`src/rtl/ofbl_pkg.sv`:
```
// Shared constants and types for the object file block loader.
// Used by the parser core, the top level and the checker.
package ofbl_pkg;

  // Default parameter values.
  localparam int DEF_ADDR_BITS      = 16;
  localparam int DEF_MIN_FILE_BYTES = 7;

  // Fixed field widths of the result item.
  localparam int OUT_ADDR_W = 16;
  localparam int BYTE_W     = 8;
  localparam int WORD_W     = 16;
  localparam int STATUS_W   = 2;
  localparam int PHASE_W    = 3;

  // Parse phases.
  localparam logic [PHASE_W-1:0] PH_MAGIC_HI = 3'd0;
  localparam logic [PHASE_W-1:0] PH_MAGIC_LO = 3'd1;
  localparam logic [PHASE_W-1:0] PH_ADDR_HI  = 3'd2;
  localparam logic [PHASE_W-1:0] PH_ADDR_LO  = 3'd3;
  localparam logic [PHASE_W-1:0] PH_COUNT_HI = 3'd4;
  localparam logic [PHASE_W-1:0] PH_COUNT_LO = 3'd5;
  localparam logic [PHASE_W-1:0] PH_DATA     = 3'd6;
  localparam logic [PHASE_W-1:0] PH_SKIP     = 3'd7;

  // Load status codes.
  localparam logic [STATUS_W-1:0] ST_BUSY    = 2'd0;
  localparam logic [STATUS_W-1:0] ST_OK      = 2'd1;
  localparam logic [STATUS_W-1:0] ST_NOT_OBJ = 2'd2;
  localparam logic [STATUS_W-1:0] ST_CORRUPT = 2'd3;

  // Stream packing: output and input tdata widths.
  localparam int TDATA_OUT_W = 64;
  localparam int TDATA_IN_W  = 8;

  // One result item as produced by the parser core.
  typedef struct packed {
    logic                  write_valid;
    logic [OUT_ADDR_W-1:0] write_address;
    logic [BYTE_W-1:0]     write_data;
    logic                  file_done;
    logic [STATUS_W-1:0]   load_status;
    logic [OUT_ADDR_W-1:0] lowest_address;
    logic [OUT_ADDR_W-1:0] highest_address;
  } ofbl_result_t;

endpackage

```
`src/rtl/ofbl_core.sv`:
```
// Parser core: holds the file parse state and computes one result per byte.
// Depends on ofbl_pkg.
module ofbl_core
  import ofbl_pkg::*;
#(
  parameter int ADDR_BITS      = DEF_ADDR_BITS,
  parameter int MIN_FILE_BYTES = DEF_MIN_FILE_BYTES
) (
  input  logic               clk,
  input  logic               rst,
  input  logic               step,
  input  logic [BYTE_W-1:0]  byte_value,
  input  logic               last_byte,
  input  logic [WORD_W-1:0]  magic_word,
  output ofbl_result_t       result
);

  localparam int SEEN_W = $clog2(MIN_FILE_BYTES + 1);
  localparam int EXT_W  = (ADDR_BITS > OUT_ADDR_W) ? ADDR_BITS : OUT_ADDR_W;
  localparam int WEXT_W = (ADDR_BITS > WORD_W) ? ADDR_BITS : WORD_W;
  localparam logic [SEEN_W-1:0]    SEEN_MAX = SEEN_W'(MIN_FILE_BYTES);
  localparam logic [ADDR_BITS-1:0] ADDR_ONES = '1;

  // State registers.
  logic [PHASE_W-1:0]   parse_phase,     parse_phase_next;
  logic [SEEN_W-1:0]    bytes_seen,      bytes_seen_next;
  logic [BYTE_W-1:0]    held_high_byte,  held_high_byte_next;
  logic [ADDR_BITS-1:0] block_address,   block_address_next;
  logic [WORD_W-1:0]    bytes_remaining, bytes_remaining_next;
  logic                 bad_magic_seen,  bad_magic_seen_next;
  logic [ADDR_BITS-1:0] min_seen,        min_seen_next;
  logic [ADDR_BITS-1:0] max_seen,        max_seen_next;

  logic [WORD_W-1:0]    word;
  logic [WEXT_W-1:0]    word_ext;
  logic [WORD_W-1:0]    remaining_dec;
  logic                 overrun;
  logic                 wv;
  logic [ADDR_BITS-1:0] waddr;
  logic [STATUS_W-1:0]  status;
  logic [EXT_W-1:0]     waddr_ext;
  logic [EXT_W-1:0]     min_ext;
  logic [EXT_W-1:0]     max_ext;

  assign word          = {held_high_byte, byte_value};
  assign word_ext      = WEXT_W'(word);
  assign remaining_dec = bytes_remaining - 1'b1;

  // Phase walk and state update for one byte.
  always_comb begin
    parse_phase_next     = parse_phase;
    held_high_byte_next  = held_high_byte;
    block_address_next   = block_address;
    bytes_remaining_next = bytes_remaining;
    bad_magic_seen_next  = bad_magic_seen;
    min_seen_next        = min_seen;
    max_seen_next        = max_seen;
    overrun              = 1'b0;
    wv                   = 1'b0;
    waddr                = '0;

    if (bytes_seen < SEEN_MAX) begin
      bytes_seen_next = bytes_seen + 1'b1;
    end else begin
      bytes_seen_next = bytes_seen;
    end

    case (parse_phase)
      PH_MAGIC_HI, PH_ADDR_HI, PH_COUNT_HI: begin
        held_high_byte_next = byte_value;
        parse_phase_next    = parse_phase + 1'b1;
      end
      PH_MAGIC_LO: begin
        if (word != magic_word) begin
          bad_magic_seen_next = 1'b1;
          parse_phase_next    = PH_SKIP;
        end else begin
          parse_phase_next    = PH_ADDR_HI;
        end
      end
      PH_ADDR_LO: begin
        block_address_next = word_ext[ADDR_BITS-1:0];
        parse_phase_next   = PH_COUNT_HI;
      end
      PH_COUNT_LO: begin
        bytes_remaining_next = word;
        if (block_address < min_seen) begin
          min_seen_next = block_address;
        end
        if (word == '0) begin
          parse_phase_next = PH_ADDR_HI;
        end else begin
          parse_phase_next = PH_DATA;
          overrun          = 1'b1;
        end
      end
      PH_DATA: begin
        wv    = 1'b1;
        waddr = block_address;
        if (block_address > max_seen) begin
          max_seen_next = block_address;
        end
        block_address_next   = block_address + 1'b1;
        bytes_remaining_next = remaining_dec;
        if (remaining_dec == '0) begin
          parse_phase_next = PH_ADDR_HI;
        end else begin
          overrun = 1'b1;
        end
      end
      default: begin
      end
    endcase

    // Final status, reported only on the last byte.
    if (!last_byte) begin
      status = ST_BUSY;
    end else if (bytes_seen_next < SEEN_MAX || bad_magic_seen_next) begin
      status = ST_NOT_OBJ;
    end else if (overrun) begin
      status = ST_CORRUPT;
    end else begin
      status = ST_OK;
    end
  end

  // Result fields, addresses brought to the fixed output width.
  assign waddr_ext = EXT_W'(waddr);
  assign min_ext   = EXT_W'(min_seen_next);
  assign max_ext   = EXT_W'(max_seen_next);

  always_comb begin
    result.write_valid     = wv;
    result.write_address   = waddr_ext[OUT_ADDR_W-1:0];
    result.write_data      = wv ? byte_value : '0;
    result.file_done       = last_byte;
    result.load_status     = status;
    result.lowest_address  = min_ext[OUT_ADDR_W-1:0];
    result.highest_address = max_ext[OUT_ADDR_W-1:0];
  end

  // State registers; the last byte of a file returns them to reset values.
  always_ff @(posedge clk) begin
    if (rst || (step && last_byte)) begin
      parse_phase     <= PH_MAGIC_HI;
      bytes_seen      <= '0;
      held_high_byte  <= '0;
      block_address   <= '0;
      bytes_remaining <= '0;
      bad_magic_seen  <= 1'b0;
      min_seen        <= ADDR_ONES;
      max_seen        <= '0;
    end else if (step) begin
      parse_phase     <= parse_phase_next;
      bytes_seen      <= bytes_seen_next;
      held_high_byte  <= held_high_byte_next;
      block_address   <= block_address_next;
      bytes_remaining <= bytes_remaining_next;
      bad_magic_seen  <= bad_magic_seen_next;
      min_seen        <= min_seen_next;
      max_seen        <= max_seen_next;
    end
  end

endmodule

```
`src/rtl/object_file_block_loader.sv`:
```
// Object file block loader: parses a byte stream into memory writes.
// Each input byte passes through the input register and then the result register.
// Throughput: one byte per cycle while the master side accepts results, set by the single parser step per byte.
// Reset (rst, synchronous): clears the parse state and sets magic_word to 0.
// Each last byte also returns the parse state to its reset values.
// Depends on ofbl_pkg and ofbl_core.
module object_file_block_loader
  import ofbl_pkg::*;
#(
  parameter int ADDR_BITS      = DEF_ADDR_BITS,
  parameter int MIN_FILE_BYTES = DEF_MIN_FILE_BYTES
) (
  input  logic                   clk,
  input  logic                   rst,
  // Configuration: magic_word.
  input  logic                   cfg_wr_en,
  input  logic [WORD_W-1:0]      cfg_wr_data,
  // Input stream.
  input  logic                   s_axis_tvalid,
  output logic                   s_axis_tready,
  input  logic [TDATA_IN_W-1:0]  s_axis_tdata,   // [7:0] byte_value
  input  logic                   s_axis_tlast,   // last_byte
  // Result stream.
  output logic                   m_axis_tvalid,
  input  logic                   m_axis_tready,
  // [15:0] write_address, [23:16] write_data, [25:24] load_status,
  // [41:26] lowest_address, [57:42] highest_address, [63:58] zero
  output logic [TDATA_OUT_W-1:0] m_axis_tdata,
  output logic                   m_axis_tlast,   // file_done
  output logic [0:0]             m_axis_tuser    // write_valid
);

  localparam int PAD_W = TDATA_OUT_W - (3 * OUT_ADDR_W + BYTE_W + STATUS_W);

  logic [WORD_W-1:0] magic_word;
  logic              stage_valid;
  logic [BYTE_W-1:0] stage_byte;
  logic              stage_last;
  logic              advance;
  ofbl_result_t      result;
  ofbl_result_t      out_item;

  // Configuration register.
  always_ff @(posedge clk) begin
    if (rst) begin
      magic_word <= '0;
    end else if (cfg_wr_en) begin
      magic_word <= cfg_wr_data;
    end
  end

  // The stage moves on when the result register is empty or being drained.
  assign advance       = stage_valid && (!m_axis_tvalid || m_axis_tready);
  assign s_axis_tready = !stage_valid || advance;

  // Input register.
  always_ff @(posedge clk) begin
    if (rst) begin
      stage_valid <= 1'b0;
    end else if (s_axis_tready) begin
      stage_valid <= s_axis_tvalid;
    end
  end

  always_ff @(posedge clk) begin
    if (s_axis_tvalid && s_axis_tready) begin
      stage_byte <= s_axis_tdata[BYTE_W-1:0];
      stage_last <= s_axis_tlast;
    end
  end

  // Parser core.
  ofbl_core #(
    .ADDR_BITS      (ADDR_BITS),
    .MIN_FILE_BYTES (MIN_FILE_BYTES)
  ) u_core (
    .clk        (clk),
    .rst        (rst),
    .step       (advance),
    .byte_value (stage_byte),
    .last_byte  (stage_last),
    .magic_word (magic_word),
    .result     (result)
  );

  // Result register.
  always_ff @(posedge clk) begin
    if (rst) begin
      m_axis_tvalid <= 1'b0;
    end else if (advance) begin
      m_axis_tvalid <= 1'b1;
    end else if (m_axis_tready) begin
      m_axis_tvalid <= 1'b0;
    end
  end

  always_ff @(posedge clk) begin
    if (advance) begin
      out_item <= result;
    end
  end

  // Output packing.
  assign m_axis_tdata = {{PAD_W{1'b0}},
                         out_item.highest_address,
                         out_item.lowest_address,
                         out_item.load_status,
                         out_item.write_data,
                         out_item.write_address};
  assign m_axis_tlast = out_item.file_done;
  assign m_axis_tuser = out_item.write_valid;

endmodule

```
`config.mk`:
```
export PLATFORM = sky130hd
export DESIGN_NAME = object_file_block_loader
export DESIGN_NICKNAME = d
export VERILOG_FILES = /design/src/rtl/ofbl_pkg.sv /design/src/rtl/ofbl_core.sv /design/src/rtl/object_file_block_loader.sv
export SDC_FILE = /design/constraint.sdc
export NUM_CORES = 1
export LEC_CHECK = 0
export BUFFER_PORTS_ARGS = -buffer_cell sky130_fd_sc_hd__buf_4
export CAP_MARGIN = 20
export CORE_ASPECT_RATIO = 1.4
export CORE_UTILIZATION = 55
export DETAILED_ROUTE_END_ITERATION = 12
export PLACE_DENSITY = 0.76
export SLEW_MARGIN = 10
export SYNTH_ARGS = -nofsm -noshare
export SYNTH_HDL_FRONTEND = slang
export SYNTH_SLANG_ARGS = --single-unit
```
`constraint.sdc`:
```
create_clock -name clk -period 9.75 [get_ports clk]
set_input_delay 0.975 -clock clk [delete_from_list [all_inputs] [get_ports clk]]
set_output_delay 0.975 -clock clk [all_outputs]
set_load 0.005 [all_outputs]
```
==> results of run 1 <==
-- critical path: stages --
cell and delay [ns]:
sky130_fd_sc_hd__buf_4 0.08, sky130_fd_sc_hd__nor2b_1 0.08, sky130_fd_sc_hd__nand2b_1 0.25, sky130_fd_sc_hd__inv_2 0.58
sky130_fd_sc_hd__buf_4 0.59, sky130_fd_sc_hd__o2111a_1 0.27, sky130_fd_sc_hd__o21a_1 0.76, sky130_fd_sc_hd__mux2i_1 0.27
-- cell families after synthesis --
group / after synthesis / synth area share (%)
buffers and inverters: 106 / 5.28
DFF: 166 / 47.8
xor gates and xnor gates: 20 / 2.09
other: 1 / 0.0447
muxes: 68 / 8.59
and+or+nand+nor: 283 / 16.2
adders and majority gates: 40 / 5.97
AOI/OAI and AO/OA: 200 / 14.0
-- worst min path at each step --
stage	end	from	cells past startpoint	slack, ns
3_5_place_dp	u_core.bytes_remaining[15]$_SDFFE_PP0P_	u_core.bytes_remaining[15]$_SDFFE_PP0P_	2	0.46
4_1_cts	u_core.bytes_remaining[15]$_SDFFE_PP0P_	u_core.bytes_remaining[15]$_SDFFE_PP0P_	2	0.48
6_report	u_core.bytes_remaining[15]$_SDFFE_PP0P_	u_core.bytes_remaining[15]$_SDFFE_PP0P_	2	0.48
3_3_place_gp	u_core.bad_magic_seen$_SDFFE_PP0P_	u_core.bad_magic_seen$_SDFFE_PP0P_	2	0.44
5_1_grt	u_core.bad_magic_seen$_SDFFE_PP0P_	u_core.bad_magic_seen$_SDFFE_PP0P_	2	0.51
2_1_floorplan	u_core.bad_magic_seen$_SDFFE_PP0P_	u_core.bad_magic_seen$_SDFFE_PP0P_	2	0.43
-- registers in the layout, summed over array words and instances (netlist names), named ones only --
register                cells
u_core.parse_phase          3
u_core.max_seen            16
u_core.min_seen            16
u_core.bytes_remaining     16
m_axis_tuser                1
u_core.bytes_seen           1
magic_word                 16
u_core.bad_magic_seen       1
m_axis_tdata               58
stage_byte                  8
stage_valid                 1
u_core.held_high_byte       8
stage_last                  1
m_axis_tvalid               1
u_core.block_address       16
m_axis_tlast                1
-- metrics by stage --
step,utilization [%],instance area (um^2)
detailed placement,61.3,9190
CTS,65.1,9760
global placement,61.3,9190
floorplan,-,8410
finish,65.1,9760
global route,65.1,9760
-- synth_stat cells (4+ instances only) --
cell type / n
sky130_fd_sc_hd__clkbuf_1: 44
sky130_fd_sc_hd__nand2_1: 53
sky130_fd_sc_hd__edfxtp_1: 69
sky130_fd_sc_hd__o21ai_0: 61
sky130_fd_sc_hd__and3_1: 25
sky130_fd_sc_hd__a211oi_1: 4
sky130_fd_sc_hd__inv_1: 42
sky130_fd_sc_hd__a22oi_1: 6
sky130_fd_sc_hd__a21o_1: 10
sky130_fd_sc_hd__buf_4: 6
sky130_fd_sc_hd__nand3_1: 35
sky130_fd_sc_hd__mux2i_1: 36
sky130_fd_sc_hd__nor3_1: 9
sky130_fd_sc_hd__nor2b_1: 4
sky130_fd_sc_hd__mux2_2: 32
sky130_fd_sc_hd__nand2b_1: 4
sky130_fd_sc_hd__xor2_1: 17
sky130_fd_sc_hd__or2_2: 4
sky130_fd_sc_hd__or3_1: 7
sky130_fd_sc_hd__dfxtp_1: 97
sky130_fd_sc_hd__nor4_1: 15
sky130_fd_sc_hd__a21oi_1: 78
sky130_fd_sc_hd__nor2_1: 102
sky130_fd_sc_hd__and2_1: 5
sky130_fd_sc_hd__buf_2: 5
sky130_fd_sc_hd__nand4_1: 10
sky130_fd_sc_hd__ha_1: 40
sky130_fd_sc_hd__a31oi_1: 6
sky130_fd_sc_hd__buf_1: 6
sky130_fd_sc_hd__o22ai_1: 6
-- per-layer routing --
metal / global-route usage, % / vias up / routed length [um]
li1: - / 3294 / -
met1: 30.1 / 3296 / 7900
met2: 45.4 / 268 / 10100
met3: 5.17 / 64 / 1120
met4: 14.9 / 0 / 975
met5: 0 / - / 0
-- power by group --
part           internal [W]  switching (W)
logic             0.0000381      0.0000502
registers          0.000740      0.0000162
clock network      0.000362       0.000284
total               0.00114       0.000351
-- layout make-up --
class	count	area, um^2	area share (%)
tap	192	240	2.46
timing repair buffer	109	818	8.38
clock buffer	20	447	4.58
sequential	166	4010	41.1
multi-input combinational	617	3960	40.6
inverter	42	158	1.62
clock inverter	12	121	1.24
==> impl_metrics.tcl, run 1 <==
set metrics [dict create \
    status "finished, final reports clean" \
    post_cts.resized_instances 0 \
    timing.hold.worst.class "register to register" \
    design_power_w 0.00149 \
    tritoncts "done" \
    synth_enable_flop_cells 69 \
    synthArstFlopShare_pct 0 \
    reg2reg_to "u_core.min_seen[1]$_SDFFE_PP1P_" \
    setup-violations-final 0 \
    layout.cells.non_filler 1158 \
    synth.lib_cells_used.distinct 59 \
    hpwl_um 13500 \
    reg2reg_depth 7 \
    largest_net_degree_at_the_start_of_global_routing 90 \
    hold-worst-slack_ns 0.477 \
    worst_setup_path_endpoint "u_core.min_seen[1]$_SDFFE_PP1P_" \
    finClkSkew_ns 0.0145 \
    drtAntennaViolNets 0 \
    n_antenna_cell 0 \
    worstSetupPathType "input port to register" \
    start_util_pct 56.0 \
    design.core.area_um2 15000 \
    grt_overflow_total 0 \
    ioPinCount 98 \
    critical_path.endpoint_type "register" \
    final-max-slew-violation-count 0 \
    tritoncts_num_sinks 166 \
    die_h_um 148 \
    power.density_nw_per_um2 153 \
    first_global_vias 6559 \
    most_common_library_cell_in_the_layout_ignoring_fill_and_taps "sky130_fd_sc_hd__buf_4" \
    layout-drive-gt1-share_pct 19.2 \
    antenna_found_initial 0 \
    place_inst 1126 \
    synth_ff_type "sky130_fd_sc_hd__dfxtp_1" \
    ys_top_cells_by_area "sky130_fd_sc_hd__edfxtp_1, sky130_fd_sc_hd__dfxtp_1, sky130_fd_sc_hd__ha_1" \
    netlist.top_cell.by_area "sky130_fd_sc_hd__edfxtp_1" \
    synthesis.area_um2 8390 \
    routed_wire_length_per_instance_um 17.4 \
    ctsHtreeMaxLevel 4 \
    sum_of_negative_setup_slack_ns 0 \
    vdd_ir_drop_max_mv 0.109 \
    numPortBuffers 91 \
    finalCritPeriodShare_pct 36.3 \
    postCtsSetupBuffers 0 \
    synth.avg_cell_area_um2 9.49 \
    synth.yosys.seq_area_share_pct 47.8 \
    synth_top_area_share_pct 24.7 \
    tightest_slew_ns 1.03 \
    cts_hold_buf 0 \
    timing.critical_path.fanout_max 45 \
    route.detailed.vias_per_inst 5.98 \
    die-width_um 106 \
    syn_to_final_growth_pct 16.3 \
    post-route-worst-setup-slack_ns 6.21 \
    rsz0062_at_grt "false" \
    timing.fmax_mhz 283 \
    worst_r2r_startpoint "m_axis_tvalid$_SDFFE_PP0P_" \
    cts_root_buffer "sky130_fd_sc_hd__clkbuf_16" \
    cts.clk_slew.worst_paths_ns 0.06 \
    dpl_worst_slack_ns 5.76 \
    drc_errors 0 \
    drtPass1Iterations 5 \
    grt_pass1_wl_um 32200 \
    dr_total_vias 6922 \
    drv.max_cap_violation_count 0 \
    wirelength_um 20100 \
    timing.critical_path.arrival_ns 3.88 \
    final_net_count 1023 \
    cts_buffer_depth 2 \
    worst_case_register_to_register_setup_slack_ns 6.44 \
    setup.worst_path.start "m_axis_tready" \
    die-area_um2 15800 \
    rows 53 \
    num-fill-cells 1263 \
    cellLeakagePower_nw 4.01 \
    gpl.final_weighted_congestion 0.912 \
    worst_max_slew_margin_expressed_relative_to_the_limit_pct 31.2 \
    global_route.usage.total_pct 26.2 \
    ys_ff_latch 166 \
    clock_latency_ns 0.43 \
    worstPathRequired_ns 10.09 \
    most-common-layout-cells "sky130_fd_sc_hd__buf_4, sky130_fd_sc_hd__nor2_1, sky130_fd_sc_hd__dfxtp_1" \
    cts_inserted_buffers 17 \
    hold_viol_final 0 \
    drt_iter0_drc 432 \
    ys_warn_count 0 \
    syn-instance-count 884 \
    crit_path_start_kind "input port" \
    min_clock_period_post_route_ns 3.54 \
]
Note: power is estimated with default switching activity, not from simulation.
==> run 2, diff against run 1 <==
--- a/config.mk
+++ b/config.mk
@@ -5,10 +5,11 @@
 export SDC_FILE = /design/constraint.sdc
 export NUM_CORES = 1
 export LEC_CHECK = 0
+export ABC_AREA = 1
 export BUFFER_PORTS_ARGS = -buffer_cell sky130_fd_sc_hd__buf_4
 export CAP_MARGIN = 20
 export CORE_ASPECT_RATIO = 1.4
-export CORE_UTILIZATION = 55
+export CORE_UTILIZATION = 53
 export DETAILED_ROUTE_END_ITERATION = 12
 export PLACE_DENSITY = 0.76
 export SLEW_MARGIN = 10
==> constraint.sdc (replaced) <==
create_clock -name clk -period 2.95 [get_ports clk]
set_input_delay 0.295 -clock clk [delete_from_list [all_inputs] [get_ports clk]]
set_output_delay 0.295 -clock clk [all_outputs]
set_load 0.005 [all_outputs]
==> run 2 against run 1 <==
Compared with the run above: combinational power rose to 6.7 times the previous value; final cell count rose by 17%; critical path type is now register to register; core utilization fell by 1.7 points; worst setup slack got worse by 5.7 ns; critical endpoint unchanged; first-iteration DRC count fell by 13%; highest routed layer unchanged; hold slack got worse by 0.45 ns; area after synthesis rose by 1.4%; largest cell class unchanged; wire length fell by 0.43%; sequential cell count did not move; count of clock-buffer cells in the layout fell by 3.
==> impl_metrics.tcl, run 2 <==
set metrics [dict create \
    status "finished, final reports clean" \
    most-common-layout-cells "sky130_fd_sc_hd__nand2_1, sky130_fd_sc_hd__inv_1, sky130_fd_sc_hd__a21oi_1" \
    timing.hold.worst.class "input port to register" \
    post_synth_most_frequent_cells "sky130_fd_sc_hd__nand2_1, sky130_fd_sc_hd__inv_1, sky130_fd_sc_hd__a21oi_1" \
    worst_max_slew_margin_expressed_relative_to_the_limit_pct 37.6 \
    cts_root_buffer "sky130_fd_sc_hd__clkbuf_16" \
    final-max-slew-violation-count 0 \
    global_route.usage.total_pct 25.3 \
    drc_errors 0 \
    synth_ff_type "sky130_fd_sc_hd__dfxtp_1" \
    layout.cells.non_filler 1351 \
    n_antenna_cell 0 \
    gpl.final_weighted_congestion 0.916 \
    cts_hold_buf 0 \
    clock_latency_ns 0.44 \
    finClkSkew_ns 0.0120 \
    place_inst 1319 \
    synth.lib_cells_used.distinct 47 \
    first_global_vias 7017 \
    timing.critical_path.fanout_max 17 \
    most_common_library_cell_in_the_layout_ignoring_fill_and_taps "sky130_fd_sc_hd__nand2_1" \
    wirelength_um 20000 \
    ioPinCount 98 \
    grt_pass1_wl_um 32600 \
    tritoncts_num_sinks 166 \
    numPortBuffers 91 \
    timing.fmax_mhz 418 \
    crit_path_start_kind "register" \
    drtAntennaViolNets 0 \
    syn-instance-count 1059 \
    critical_path.most_common_cell "sky130_fd_sc_hd__nand2_1" \
    power.density_nw_per_um2 538 \
    syn_to_final_growth_pct 16.3 \
    post-route-worst-setup-slack_ns 0.557 \
    tritoncts "done" \
    num-fill-cells 1315 \
    die_h_um 152 \
    ys_ff_latch 166 \
    ctsHtreeMaxLevel 4 \
    rsz0062_at_grt "false" \
    synth_enable_flop_cells 69 \
    sum_of_negative_setup_slack_ns 0 \
    dpl_worst_slack_ns 0.589 \
    synthArstFlopShare_pct 0 \
    timing.critical_path.arrival_ns 2.78 \
    cellLeakagePower_nw 4.45 \
    worstPathRequired_ns 3.33 \
    final_net_count 1212 \
    design.core.area_um2 15600 \
    critical_path.endpoint_type "register" \
    die-width_um 109 \
    synth.avg_cell_area_um2 8.03 \
    cts_inserted_buffers 17 \
    synthesis.area_um2 8510 \
    post_cts.resized_instances 0 \
    worstPathCellList "ha_1 -> a21oi_1 -> o21ai_0 -> o21ai_4 -> nand2_2 -> nand2_1 -> and2_1 -> nand2_1 -> nand2_1" \
    synth_top_area_share_pct 24.4 \
    drv.max_cap_violation_count 0 \
    tightest_slew_ns 0.933 \
    finalCritPeriodShare_pct 81.1 \
    min_clock_period_post_route_ns 2.39 \
    routed_wire_length_per_instance_um 14.8 \
    postCtsSetupBuffers 0 \
    ys_warn_count 0 \
    grt_overflow_total 0 \
    worstSetupPathType "register to register" \
    library_cell_with_the_highest_instance_count_after_synthesis "sky130_fd_sc_hd__nand2_1" \
    critPathMaxStageDelay_ns 0.48 \
    rows 54 \
    synth.yosys.seq_area_share_pct 47.2 \
    cts.clk_slew.worst_paths_ns 0.07 \
    crit_path_top_delay_cell "sky130_fd_sc_hd__dfxtp_1" \
    placedInstanceArea_um2 9330 \
    die-area_um2 16600 \
    largest_register_ffs 58 \
    netlist.top_cell.by_area "sky130_fd_sc_hd__edfxtp_1" \
    drtPass1Iterations 5 \
    drt_iter0_drc 374 \
    largest_net_degree_at_the_start_of_global_routing 50 \
    start_util_pct 54.5 \
    cts_buffer_depth 2 \
    dr_total_vias 7300 \
    setup-violations-final 0 \
    ys_top_cells_by_area "sky130_fd_sc_hd__edfxtp_1, sky130_fd_sc_hd__dfxtp_1, sky130_fd_sc_hd__nand2_1" \
    finish.instance_area_um2 9890 \
    layout-drive-gt1-share_pct 15.2 \
    vdd_ir_drop_max_mv 0.384 \
    hpwl_um 14500 \
    route.detailed.vias_per_inst 5.40 \
    antenna_found_initial 0 \
    hold_viol_final 0 \
]
-- run 2: cell types whose count changed in the layout (fill, tap and decap cells not counted), moves of 32 or more --
| cell | change |
|---|---|
| sky130_fd_sc_hd__inv_1 | +95 |
| sky130_fd_sc_hd__mux2_2 | -32 |
| sky130_fd_sc_hd__nand2_1 | +132 |
| sky130_fd_sc_hd__mux2i_1 | -36 |
| sky130_fd_sc_hd__a21oi_1 | +32 |
-- run 2: stage by stage --
step | hold slack, ns | total power (W) | util, %
after floorplan | 0.364 | 0.00300 | -
after global placement | 0.445 | 0.00318 | 59.7
after detailed placement | 0.446 | 0.00320 | 59.7
after CTS | 0.0176 | 0.00533 | 63.4
after global routing | 0.0154 | 0.00552 | 63.4
final | 0.0283 | 0.00532 | 63.4
-- run 2: report_power, final --
| part | switching [W] | leakage (nW) | internal (W) |
|---|---|---|---|
| sequential | 0.0000610 | 1.45 | 0.00250 |
| combinational | 0.000363 | 2.75 | 0.000225 |
| clock | 0.000990 | 0.256 | 0.00118 |
-- run 2: cells by family (layout without fill, tap and decap cells) --
group / count (synthesis) / in the layout / share of synthesized area [%]
other: 1 / 6 / 0.0441
XOR/XNOR: 13 / 13 / 1.34
AND/OR/NAND/NOR: 422 / 422 / 22.2
flip-flops: 166 / 166 / 47.2
buffers and inverters: 187 / 278 / 8.91
AO/OA/AOI/OAI: 230 / 230 / 14.4
adder cells (fa/ha/maj): 40 / 40 / 5.88
-- run 2: metal layers --
| layer | track usage [%] | vias to the layer above | wire, um |
|---|---|---|---|
| met4 | 12.5 | 0 | 663 |
| li1 | - | 3633 | - |
| met1 | 28.4 | 3390 | 7880 |
| met5 | 0 | - | 0 |
| met2 | 44.1 | 228 | 10400 |
| met3 | 5.58 | 49 | 1070 |
-- run 2: path summary, 6_finish.rpt --
kind | cells past startpoint | slack, ns | end | startpoint
setup / recovery | 9 | 0.56 | u_core.min_seen[1]$_SDFFE_PP1P_ | u_core.block_address[7]$_SDFFE_PP0P_
hold / removal | 2 | 0.03 | stage_valid$_SDFFE_PP0N_ | rst
setup reg to reg | 9 | 0.56 | u_core.min_seen[1]$_SDFFE_PP1P_ | u_core.block_address[7]$_SDFFE_PP0P_
hold reg to reg | 0 | 0.46 | m_axis_tlast$_DFFE_PP_ | stage_last$_DFFE_PP_
-- run 2: critical path: cells and delay by family (launching register included) --
kind	cells	cell delay (ns)
simple gates	5	0.78
flops	1	0.48
compound gates	3	0.78
fa+ha+maj	1	0.30
-- run 2: layout make-up --
type | count | area [um^2] | share of cell area (%)
Clock buffer | 17 | 425 | 4.30
Clock inverter | 15 | 144 | 1.45
Inverter | 144 | 541 | 5.46
Multi-Input combinational cell | 711 | 3760 | 38.0
Sequential cell | 166 | 4010 | 40.6
Tap cell | 196 | 245 | 2.48
Timing Repair Buffer | 102 | 766 | 7.74
==> run 3, diff against run 2 <==
--- a/config.mk
+++ b/config.mk
@@ -5,11 +5,11 @@
 export SDC_FILE = /design/constraint.sdc
 export NUM_CORES = 1
 export LEC_CHECK = 0
-export ABC_AREA = 1
+export ABC_AREA = 0
 export BUFFER_PORTS_ARGS = -buffer_cell sky130_fd_sc_hd__buf_4
 export CAP_MARGIN = 20
 export CORE_ASPECT_RATIO = 1.4
-export CORE_UTILIZATION = 53
+export CORE_UTILIZATION = 55
 export DETAILED_ROUTE_END_ITERATION = 12
 export PLACE_DENSITY = 0.76
 export SLEW_MARGIN = 10
==> constraint.sdc (replaced) <==
create_clock -name clk -period 2.35 [get_ports clk]
set_input_delay 0.235 -clock clk [delete_from_list [all_inputs] [get_ports clk]]
set_output_delay 0.235 -clock clk [all_outputs]
set_load 0.005 [all_outputs]
==> run 3 against run 2 <==
Compared with the run above: the flow now finishes with violations (setup timing); non-clock buffer count rose by 83; sequential power up 22%; sequential share of layout area is 2.7 points lower; hold slack gained 0.0037 ns; core utilization increased by 7.6 points; die area fell by 4.9%; combinational power decreased by 24%; global-route usage is 3.5 points higher; sequential cell count stayed put; first-iteration DRC count up 6.4%; critical path type unchanged; critical endpoint is now m_axis_tdata[47]$_DFFE_PP_; largest cell class is now multi-input combinational cells; largest power group unchanged; highest routed layer unchanged.
==> impl_metrics.tcl, run 3 (synthesis results as in run 1) <==
set metrics [dict create \
    rsz0062_at_grt "true" \
    timing.critical_path.fanout_max 12 \
    die_h_um 148 \
    grt_overflow_total 0 \
    hpwl_um 15400 \
    tightest_slew_ns 0.764 \
    vdd_ir_drop_max_mv 0.386 \
    dr_total_vias 7317 \
    timing.hold.worst.class "input port to register" \
    die-area_um2 15800 \
    crit_path_top_delay_cell "sky130_fd_sc_hd__or4_4" \
    gpl.final_weighted_congestion 0.909 \
    dpl_worst_slack_ns -0.153 \
    start_util_pct 56.0 \
    ioPinCount 98 \
    hold_crit_start "s_axis_tvalid" \
    rows 53 \
    min_clock_period_post_route_ns 2.42 \
    tritoncts "done" \
    cp.buffers_inverters 2 \
    die-width_um 106 \
    worstSetupPathType "register to register" \
    grt_pass1_wl_um 34800 \
    largest_net_degree_at_the_start_of_global_routing 90 \
    n_antenna_cell 0 \
    drtPass1Iterations 5 \
    finalCritPeriodShare_pct 103 \
    drc_errors 0 \
    final_net_count 1099 \
    setup-violations-final 16 \
    post-route-worst-setup-slack_ns -0.0690 \
    cellLeakagePower_nw 4.48 \
    antenna_found_initial 0 \
    design.core.area_um2 15000 \
    ctsHtreeMaxLevel 4 \
    crit_path_start_kind "register" \
    worstPathCellList "inv_1 -> ha_1 -> nand2_2 -> or4_4 -> a21oi_4 -> a211oi_4 -> nor2_4 -> buf_12 -> mux2_2" \
    drtAntennaViolNets 0 \
    area.sequential_um2 4030 \
    worstPathRequired_ns 2.53 \
    num-fill-cells 1151 \
    cts_inserted_buffers 17 \
    route.detailed.vias_per_inst 5.93 \
    cts_buffer_depth 2 \
    tritoncts_num_sinks 166 \
    timing.critical_path.arrival_ns 2.60 \
    drv.max_cap_violation_count 0 \
    global_route.usage.total_pct 28.8 \
    finClkSkew_ns 0.00640 \
    layout-drive-gt1-share_pct 27.9 \
    critPathMaxStageDelay_ns 0.56 \
    hold-worst-slack_ns 0.0320 \
    syn_to_final_growth_pct 26.8 \
    cts.clk_slew.worst_paths_ns 0.07 \
    numPortBuffers 91 \
    failed_checks "setup timing" \
    largest_delay_share_family_worst_path "simple AND/OR/NAND/NOR gates" \
    status "finished, violations left" \
    largest_register_ffs 58 \
    critical_path.endpoint_type "register" \
    cts_root_buffer "sky130_fd_sc_hd__clkbuf_16" \
    routed_wire_length_per_instance_um 18.2 \
    final-max-slew-violation-count 0 \
    timing.fmax_mhz 413 \
    first_global_vias 7047 \
    setup.worst_path.start "u_core.max_seen[14]$_SDFFE_PP0P_" \
    clock_latency_ns 0.43 \
    area_of_combinational_cells_with_multiple_inputs_um2 4170 \
    drt_iter0_drc 398 \
    wirelength_um 22500 \
    most_common_library_cell_in_the_layout_ignoring_fill_and_taps "sky130_fd_sc_hd__buf_4" \
    worst_r2r_startpoint "u_core.max_seen[14]$_SDFFE_PP0P_" \
    hold_viol_final 0 \
    power.density_nw_per_um2 598 \
    most-common-layout-cells "sky130_fd_sc_hd__buf_4, sky130_fd_sc_hd__nor2_1, sky130_fd_sc_hd__dfxtp_1" \
    worst_max_slew_margin_expressed_relative_to_the_limit_pct 49.0 \
    final_util_pct 71.0 \
]
-- run 3: path summary, 6_finish.rpt --
check	endpoint	slack (ns)	cells past startpoint
max	m_axis_tdata[47]$_DFFE_PP_	-0.07	9
min	stage_valid$_SDFFE_PP0N_	0.03	3
max reg2reg	m_axis_tdata[47]$_DFFE_PP_	-0.07	9
min reg2reg	u_core.bad_magic_seen$_SDFFE_PP0P_	0.47	2
-- run 3: layout make-up --
type	instances	area share, %
Clock buffer	17	4.00
Timing Repair Buffer	185	13.7
Tap cell	192	2.26
Multi-Input combinational cell	617	39.2
Inverter	42	1.48
Clock inverter	15	1.55
Sequential cell	166	37.9
-- run 3: power by group --
part           internal (W)  switching, W
registers           0.00307     0.0000478
clock network       0.00159       0.00122
logic              0.000198      0.000247
-- run 3: what timing repair did --
| action | in CTS | in global routing |
|---|---|---|
| hold buffers | 9 | 0 |
| hold endpoints to repair | 9 | 0 |
| setup endpoints to repair | 32 | 40 |
| resized for setup | 18 | 13 |
| gates cloned | 0 | 1 |
| pin swaps | 2 | 2 |
| buffers inserted | 0 | 0 |
-- run 3: stage by stage --
| step | total power [W] | cells | TNS [ns] | instance area, um^2 |
|---|---|---|---|---|
| final | 0.00637 | 1234 | -0.704 | 10600 |
| after global routing | 0.00655 | 1234 | -1.73 | 10600 |
| after CTS | 0.00638 | 1233 | -0.638 | 10600 |
| after detailed placement | 0.00361 | 1192 | -3.34 | 9820 |
| after global placement | 0.00359 | 1192 | -1.36 | 9820 |
| after floorplan | 0.00341 | 889 | -0.638 | 8520 |
-- run 3: worst reg2reg max path: cells and delay by family (launching register included) --
kind	cells	cell delay, ns
AO/OA/AOI/OAI	2	0.23
adder cells (fa/ha/maj)	1	0.29
AND/OR/NAND/NOR	3	0.78
flip-flops	1	0.34
buffers and inverters	2	0.19
multiplexers	1	0.35
-- run 3: per-layer routing --
layer,global-route usage [%],part of all wire (%)
met2,52.0,51
met5,0,0
met3,5.30,6.2
met4,16.7,5.5
met1,31.1,37
